--- src/hw/rtl/fbc_pkg.sv ---
package fbc_pkg;

   localparam int unsigned MAX_PAYLOAD_DEF = 1000;
   localparam int unsigned QUEUE_DEPTH_DEF = 4;
   localparam int unsigned LEFT_W          = 10;

   localparam logic [7:0]  SYNC_A       = 8'h59;
   localparam logic [7:0]  SYNC_B       = 8'h5A;
   localparam logic [7:0]  VERSION_BYTE = 8'h31;
   localparam logic [31:0] CRC_POLY     = 32'hEDB88320;
   localparam logic [31:0] CRC_ONES     = 32'hFFFFFFFF;

   localparam logic KIND_START   = 1'b0;
   localparam logic KIND_PAYLOAD = 1'b1;

   // one queued unit of work for the back end
   typedef struct packed {
      logic        is_start;
      logic [7:0]  value;     // frame type on start, data byte otherwise
      logic [15:0] length;
      logic        close;     // append the CRC after this item's bytes
   } cmd_type;

endpackage

--- src/hw/rtl/fbc_front.sv ---
module fbc_front
   import fbc_pkg::*;
#(
   parameter int unsigned MAX_PAYLOAD = MAX_PAYLOAD_DEF
) (
   input  logic        clock,
   input  logic        reset,
   input  logic        req_valid,
   input  logic        req_ready,
   input  logic        req_kind,
   input  logic [7:0]  req_frame_type,
   input  logic [15:0] req_payload_length,
   input  logic [7:0]  req_data_byte,
   output logic        push,
   output cmd_type     push_cmd
);

   logic [LEFT_W-1:0] left_ff, left_in;
   logic              in_frame_ff, in_frame_in;
   logic [LEFT_W-1:0] eff_len;
   logic              accept;

   assign accept  = req_valid && req_ready;
   assign eff_len = (req_payload_length < 16'(MAX_PAYLOAD))
                    ? req_payload_length[LEFT_W-1:0] : LEFT_W'(MAX_PAYLOAD);

   always_comb begin
      left_in     = left_ff;
      in_frame_in = in_frame_ff;
      push        = 1'b0;
      push_cmd.is_start = (req_kind == KIND_START);
      push_cmd.length   = req_payload_length;
      push_cmd.value    = (req_kind == KIND_START) ? req_frame_type : req_data_byte;
      push_cmd.close    = 1'b0;
      if (accept) begin
         if (req_kind == KIND_START) begin
            push           = 1'b1;
            push_cmd.close = (eff_len == '0);
            left_in        = eff_len;
            in_frame_in    = (eff_len != '0);
         end else if (in_frame_ff && left_ff != '0) begin
            push           = 1'b1;
            push_cmd.close = (left_ff == LEFT_W'(1));
            left_in        = left_ff - LEFT_W'(1);
            in_frame_in    = (left_ff != LEFT_W'(1));
         end
         // drop payload beats outside a frame
      end
   end

   always_ff @(posedge clock) begin
      if (reset) begin
         left_ff     <= '0;
         in_frame_ff <= 1'b0;
      end else begin
         left_ff     <= left_in;
         in_frame_ff <= in_frame_in;
      end
   end

endmodule

--- src/hw/rtl/fbc_queue.sv ---
module fbc_queue
   import fbc_pkg::*;
#(
   parameter int unsigned QUEUE_DEPTH = QUEUE_DEPTH_DEF
) (
   input  logic    clock,
   input  logic    reset,
   input  logic    push,
   input  cmd_type push_cmd,
   input  logic    pop,
   output logic    not_full,
   output logic    head_valid,
   output cmd_type head_cmd
);

   localparam int unsigned PTR_W = (QUEUE_DEPTH > 1) ? $clog2(QUEUE_DEPTH) : 1;
   localparam int unsigned CNT_W = $clog2(QUEUE_DEPTH + 1);

   cmd_type            slot_ff [QUEUE_DEPTH];
   logic [PTR_W-1:0]   wr_ptr_ff, wr_ptr_in;
   logic [PTR_W-1:0]   rd_ptr_ff, rd_ptr_in;
   logic [CNT_W-1:0]   count_ff, count_in;

   assign not_full   = (count_ff != CNT_W'(QUEUE_DEPTH));
   assign head_valid = (count_ff != '0);
   assign head_cmd   = slot_ff[rd_ptr_ff];

   always_comb begin
      wr_ptr_in = wr_ptr_ff;
      rd_ptr_in = rd_ptr_ff;
      count_in  = count_ff;
      if (push) begin
         wr_ptr_in = (wr_ptr_ff == PTR_W'(QUEUE_DEPTH - 1)) ? '0 : wr_ptr_ff + PTR_W'(1);
      end
      if (pop) begin
         rd_ptr_in = (rd_ptr_ff == PTR_W'(QUEUE_DEPTH - 1)) ? '0 : rd_ptr_ff + PTR_W'(1);
      end
      if (push && !pop) begin
         count_in = count_ff + CNT_W'(1);
      end else if (pop && !push) begin
         count_in = count_ff - CNT_W'(1);
      end
   end

   always_ff @(posedge clock) begin
      if (push) begin
         slot_ff[wr_ptr_ff] <= push_cmd;
      end
   end

   always_ff @(posedge clock) begin
      if (reset) begin
         wr_ptr_ff <= '0;
         rd_ptr_ff <= '0;
         count_ff  <= '0;
      end else begin
         wr_ptr_ff <= wr_ptr_in;
         rd_ptr_ff <= rd_ptr_in;
         count_ff  <= count_in;
      end
   end

endmodule

--- src/hw/rtl/fbc_back.sv ---
module fbc_back
   import fbc_pkg::*;
(
   input  logic       clock,
   input  logic       reset,
   input  logic       head_valid,
   input  cmd_type    head_cmd,
   output logic       pop,
   output logic       rsp_valid,
   input  logic       rsp_ready,
   output logic [7:0] rsp_out_byte,
   output logic       rsp_last_of_frame
);

   localparam logic [3:0] PH_SYNC_A  = 4'd0;
   localparam logic [3:0] PH_SYNC_B  = 4'd1;
   localparam logic [3:0] PH_VERSION = 4'd2;
   localparam logic [3:0] PH_TYPE    = 4'd3;
   localparam logic [3:0] PH_LEN_HI  = 4'd4;
   localparam logic [3:0] PH_LEN_LO  = 4'd5;   // also the data byte slot
   localparam logic [3:0] PH_CRC_3   = 4'd6;
   localparam logic [3:0] PH_CRC_2   = 4'd7;
   localparam logic [3:0] PH_CRC_1   = 4'd8;
   localparam logic [3:0] PH_CRC_0   = 4'd9;

   function automatic logic [31:0] crc_byte(input logic [31:0] c_in, input logic [7:0] b);
      logic [31:0] c;
      c = c_in ^ {24'd0, b};
      for (int k = 0; k < 8; k++) begin
         c = c[0] ? ((c >> 1) ^ CRC_POLY) : (c >> 1);
      end
      return c;
   endfunction

   logic [31:0] crc_ff, crc_in;
   logic [3:0]  phase_ff, phase_in;
   logic        mid_ff, mid_in;
   logic        valid_ff, valid_in;
   logic [7:0]  byte_ff, byte_in;
   logic        last_ff, last_in;

   logic [3:0]  phase;
   logic [7:0]  cur_byte;
   logic [31:0] crc_base, crc_fin;
   logic        advance, fire, done;

   assign advance = !valid_ff || rsp_ready;
   assign fire    = head_valid && advance;
   assign phase   = mid_ff ? phase_ff : (head_cmd.is_start ? PH_SYNC_A : PH_LEN_LO);
   assign crc_fin = crc_ff ^ CRC_ONES;
   assign crc_base = (head_cmd.is_start && phase == PH_SYNC_A) ? CRC_ONES : crc_ff;
   assign done    = (phase == PH_CRC_0) || (phase == PH_LEN_LO && !head_cmd.close);
   assign pop     = fire && done;

   always_comb begin
      unique case (phase)
         PH_SYNC_A:  cur_byte = SYNC_A;
         PH_SYNC_B:  cur_byte = SYNC_B;
         PH_VERSION: cur_byte = VERSION_BYTE;
         PH_TYPE:    cur_byte = head_cmd.value;
         PH_LEN_HI:  cur_byte = head_cmd.length[15:8];
         PH_LEN_LO:  cur_byte = head_cmd.is_start ? head_cmd.length[7:0] : head_cmd.value;
         PH_CRC_3:   cur_byte = crc_fin[31:24];
         PH_CRC_2:   cur_byte = crc_fin[23:16];
         PH_CRC_1:   cur_byte = crc_fin[15:8];
         PH_CRC_0:   cur_byte = crc_fin[7:0];
         default:    cur_byte = 8'd0;
      endcase
   end

   always_comb begin
      crc_in   = crc_ff;
      phase_in = phase_ff;
      mid_in   = mid_ff;
      byte_in  = byte_ff;
      last_in  = last_ff;
      valid_in = valid_ff && !rsp_ready;
      if (fire) begin
         valid_in = 1'b1;
         byte_in  = cur_byte;
         last_in  = (phase == PH_CRC_0);
         phase_in = phase + 4'd1;
         mid_in   = !done;
         // CRC bytes themselves are not folded in
         if (phase <= PH_LEN_LO) begin
            crc_in = crc_byte(crc_base, cur_byte);
         end
      end
   end

   always_ff @(posedge clock) begin
      if (reset) begin
         crc_ff   <= CRC_ONES;
         phase_ff <= PH_SYNC_A;
         mid_ff   <= 1'b0;
         valid_ff <= 1'b0;
      end else begin
         crc_ff   <= crc_in;
         phase_ff <= phase_in;
         mid_ff   <= mid_in;
         valid_ff <= valid_in;
      end
   end

   always_ff @(posedge clock) begin
      byte_ff <= byte_in;
      last_ff <= last_in;
   end

   assign rsp_valid         = valid_ff;
   assign rsp_out_byte      = byte_ff;
   assign rsp_last_of_frame = last_ff;

endmodule

--- src/hw/rtl/frame_builder_crc32.sv ---
// Channel  Direction  Handshake            Payload
// req_     in         req_valid/req_ready  kind, frame_type, payload_length, data_byte
// rsp_     out        rsp_valid/rsp_ready  out_byte, last_of_frame
//
// Input beats are taken one per cycle while the command queue has room.
// The back end emits one output byte per cycle while not stalled: a payload beat
// gives 1 byte, a start 6 header bytes, and the CRC trailer 4 bytes at frame end.
// Synchronous active-high reset empties the queue and closes any open frame.
// Output stalls back up into the queue; the front keeps accepting until it fills.
module frame_builder_crc32
   import fbc_pkg::*;
#(
   parameter int unsigned MAX_PAYLOAD = MAX_PAYLOAD_DEF,
   parameter int unsigned QUEUE_DEPTH = QUEUE_DEPTH_DEF
) (
   input  logic        clock,
   input  logic        reset,
   input  logic        req_valid,
   output logic        req_ready,
   input  logic        req_kind,
   input  logic [7:0]  req_frame_type,
   input  logic [15:0] req_payload_length,
   input  logic [7:0]  req_data_byte,
   output logic        rsp_valid,
   input  logic        rsp_ready,
   output logic [7:0]  rsp_out_byte,
   output logic        rsp_last_of_frame
);

   logic    push, pop, not_full, head_valid;
   cmd_type push_cmd, head_cmd;

   assign req_ready = not_full;

   fbc_front #(.MAX_PAYLOAD(MAX_PAYLOAD)) u_front (
      .clock              (clock),
      .reset              (reset),
      .req_valid          (req_valid),
      .req_ready          (req_ready),
      .req_kind           (req_kind),
      .req_frame_type     (req_frame_type),
      .req_payload_length (req_payload_length),
      .req_data_byte      (req_data_byte),
      .push               (push),
      .push_cmd           (push_cmd)
   );

   fbc_queue #(.QUEUE_DEPTH(QUEUE_DEPTH)) u_queue (
      .clock      (clock),
      .reset      (reset),
      .push       (push),
      .push_cmd   (push_cmd),
      .pop        (pop),
      .not_full   (not_full),
      .head_valid (head_valid),
      .head_cmd   (head_cmd)
   );

   fbc_back u_back (
      .clock             (clock),
      .reset             (reset),
      .head_valid        (head_valid),
      .head_cmd          (head_cmd),
      .pop               (pop),
      .rsp_valid         (rsp_valid),
      .rsp_ready         (rsp_ready),
      .rsp_out_byte      (rsp_out_byte),
      .rsp_last_of_frame (rsp_last_of_frame)
   );

endmodule
--- config.mk ---
export PLATFORM = sky130hd
export DESIGN_NAME = frame_builder_crc32
export DESIGN_NICKNAME = d
export VERILOG_FILES = /design/src/hw/rtl/fbc_pkg.sv /design/src/hw/rtl/fbc_front.sv /design/src/hw/rtl/fbc_queue.sv /design/src/hw/rtl/fbc_back.sv /design/src/hw/rtl/frame_builder_crc32.sv
export SDC_FILE = /design/constraint.sdc
export NUM_CORES = 1
export LEC_CHECK = 0
export BUFFER_PORTS_ARGS = -buffer_cell sky130_fd_sc_hd__buf_2
export CAP_MARGIN = 20
export CORE_MARGIN = 4
export CORE_UTILIZATION = 60
export CTS_CLUSTER_SIZE = 20
export DETAILED_ROUTE_END_ITERATION = 8
export PLACE_DENSITY_LB_ADDON = 0.08
export SYNTH_ARGS = -nofsm -noshare
export SYNTH_HDL_FRONTEND = slang
export SYNTH_SLANG_ARGS = --single-unit
--- constraint.sdc ---
create_clock -name clock -period 5.3 [get_ports clock]
set_input_delay 1.06 -clock clock [delete_from_list [all_inputs] [get_ports clock]]
set_output_delay 1.06 -clock clock [all_outputs]
set_load 0.03 [all_outputs]
==> impl_metrics.ini <==
[pwr]
pwr-share-seq_pct = 27.7
power.leakage_uw = 0.003461
swShare_pct = 38.55
p_sw_uw = 2565
max-vdd-ir-drop_uv = 463.4
p_clk_share_pct = 19.2
comb_power_share_pct = 53.2
p_int_uw = 4089
finalPower_uw = 6653
powerDensity_nw_per_um2 = 696.3

[floorplan]
ios = 48
dieHeight_um = 127.2
dieArea_um2 = 16180
rows = 43
die_width_um = 127.2
core_area_um2 = 13880
start_util_pct = 61.40

[global_routing]
grt-ovfl-total = 0
antenna_found_initial = 0
grt_pass1_vias = 5566
grt_max_degree = 41
grt_pass1_wl_um = 31210
grt_use_total_pct = 25.24

[synth]
ys_ff_latch = 171
synth.yosys.seq_area_share_pct = 53.44
synth.cell_area_um2 = 8523
yosys_warnings = 0
synth_edf_count = 113
async_flop_share_pct = 0
synthCells = 686
synth_nets = 738
syn_avg_cell_area_um2 = 12.42
synth_cell_types = 74
synth_ff_type = edfxtp_1

[sta]
setup_viol = 0
relSlewSlack_pct = 45.50
tightest_slew_ps = 816.6
grt_setup_unrepaired = no
slew_viol_final = 0
clock.fmax_mhz = 219.1
finClkSkew_ps = 11.75
final.period_utilization_pct = 86.13
min_period_ps = 4565
hold_viol_final = 0
tns_ps = 0

[drt]
vias = 5729
wl_per_cell_um = 21.03
avgViaCountPerCell = 6.194
drtIter0Drc = 505
first_pass_iters = 5
routed_wl_um = 19460
postRouteAntennaNets = 0
drt_drc_violations_left = 0

[setup_path]
criticalPathCategory = reg -> reg
critPathMaxFanout = 17
crit_path_start_kind = flip-flop
crit_path_cell_trace = or2_2 > a2bb2oi_2 > a21boi_0 > buf_4 > inv_1 > ha_1 > nor3b_1 > a32o_1 > or2_4 > a222oi_1 > nand3_1 > xor2_2 > xnor3_1 > nor4_1 > a221oi_1
cpLargestDelayFamily = simple AND/OR/NAND/NOR gates
crit_arrival_ps = 4840
crit_path_end_kind = flip-flop
critPathRequiredTime_ps = 5570
crit_path_top_delay_cell = xor2_2
worstPathBufferInverterCount = 2
cpPeakStageDelay_ps = 640

[clocking]
cts_tree = done
cts_buffer_depth = 2
postCtsHoldBufs = 0
clock_latency_ps = 430
ctsResizeCount = 0
cts.sinks = 171
post_cts_buffers = 0
cts_root_buffer = clkbuf_16
cts_made_buffers = 17
cts.clk_slew.worst_paths_ps = 70
cts_max_level = 4

[worst_hold_path]
hold_class = reg -> reg

[placed_design]
hpwl_um = 13470
finalWeightedCongestion = 1.006
place.port_buffers = 47

[run_status]
status = complete, no violations

[layout]
diodes = 0
drive_gt1_share_pct = 20.00
fin_util_pct = 68.84
fillers = 1009
syn2layout_area_growth_pct = 12.11
fin_nets = 784

[job]
max_cap_viol_count = 0
metal layers:
layer  vias up  global-route usage [%]  routed length [µm]
met5         -                       0                   0
met4         0                   7.382                 320
met3        27                   6.438                1235
met2       234                   39.94                9489
met1      2822                   34.92                8410
li1       2646                       -                   -
state kept, by name, indices dropped and copies added (netlist names), named ones only:
signal	flops
u_back.rsp_last_of_frame	1
u_front.in_frame_ff	1
u_queue.count_ff	3
u_back.crc_ff	32
u_back.rsp_out_byte	8
u_queue.wr_ptr_ff	2
u_back.phase_ff	4
u_queue.slot_ff	104
u_front.left_ff	10
u_queue.rd_ptr_ff	2
u_back.rsp_valid	1
u_back.mid_ff	1
cell families (layout without fill, tap and decap cells):
group	Yosys count	count (layout)	synth area share, %
buffers and inverters	55	114	2.862
AND/OR/NAND/NOR	185	185	10.42
flip-flops	171	171	53.44
adder cells (fa/ha/maj)	15	15	2.290
XOR/XNOR	75	75	10.04
AO/OA/AOI/OAI	133	133	10.53
multiplexers	52	52	10.42
area by class of cell:
type	instances	area, µm²	area share, %
sequential	171	4556	47.68
multi-input combinational	460	3746	39.20
clock buffer	18	429.2	4.491
timing repair buffer	61	340.3	3.562
tap	180	225.2	2.357
clock inverter	14	180.2	1.886
inverter	21	78.83	0.8249
worst min-delay path, delay by kind of cell (launching register included):
kind | cells | cell delay, ps
and+or+nand+nor | 1 | 60
DFF | 1 | 320
AOI/OAI and AO/OA | 1 | 50
power groups by stage:
stage	logic (µW)	registers, µW	clock network [µW]
finish	3540	1840	1270
floorplan	2820	1870	0
global placement	3470	1860	0
CTS	3520	1840	1290
detailed placement	3500	1860	0
global route	3830	1860	1360
final timing paths:
path | depth (start not counted) | to | slack, ps | start
worst max-delay path | 15 | u_back.crc_ff[22] | 740 | u_back.mid_ff
worst min-delay path | 2 | u_back.rsp_valid | 470 | u_back.rsp_valid
worst max register to register | 15 | u_back.crc_ff[22] | 740 | u_back.mid_ff
worst min register to register | 2 | u_back.rsp_valid | 470 | u_back.rsp_valid
stage by stage:
step                instance area (µm²)  hold WS (ps)  cells  setup slack [ps]
floorplan                          8523         445.3    686              1081
global placement                   8946         450.5    893             959.1
detailed placement                 8946         470.0    893             838.1
CTS                                9555         479.3    925             820.4
global route                       9555         496.2    925             381.1
finish                             9555         471.9    925             735.3
placed cells by master, fill, tap and decap left out, types with 13 or more instances in the layout:
cell type,instances
clkbuf_16,17
o21ai_0,15
o211ai_1,18
ha_1,14
edfxtp_1,113
a21oi_1,37
inv_1,20
mux4_2,21
buf_4,14
buf_2,47
dfxtp_1,57
xnor2_1,48
nand2_1,49
nor2_1,67
mux2i_1,13
nor3_1,13
cells in the mapped netlist, types with 5 or more instances:
| master | count | area (µm²) |
|---|---|---|
| o21ai_1 | 6 | 30.03 |
| o22ai_1 | 12 | 75.07 |
| mux4_1 | 5 | 131.4 |
| nor3_1 | 13 | 65.06 |
| clkbuf_1 | 20 | 75.07 |
| or3_1 | 6 | 37.54 |
| mux2i_1 | 13 | 130.1 |
| dfxtp_1 | 58 | 1161 |
| a22oi_1 | 6 | 45.04 |
| a211oi_1 | 7 | 52.55 |
| xnor2_1 | 48 | 420.4 |
| nand2_1 | 49 | 183.9 |
| o21ai_0 | 15 | 75.07 |
| xnor3_1 | 7 | 157.7 |
| nor2_1 | 67 | 251.5 |
| xor2_1 | 11 | 96.34 |
| nand3_1 | 10 | 50.05 |
| inv_1 | 20 | 75.07 |
| mux2_2 | 11 | 123.9 |
| o211ai_1 | 18 | 135.1 |
| and2_1 | 7 | 43.79 |
| ha_1 | 14 | 175.2 |
| mux4_2 | 21 | 473.0 |
| a21oi_1 | 38 | 190.2 |
| edfxtp_1 | 113 | 3393 |
| buf_2 | 6 | 30.03 |
Note: power is estimated with default switching activity, not from simulation.
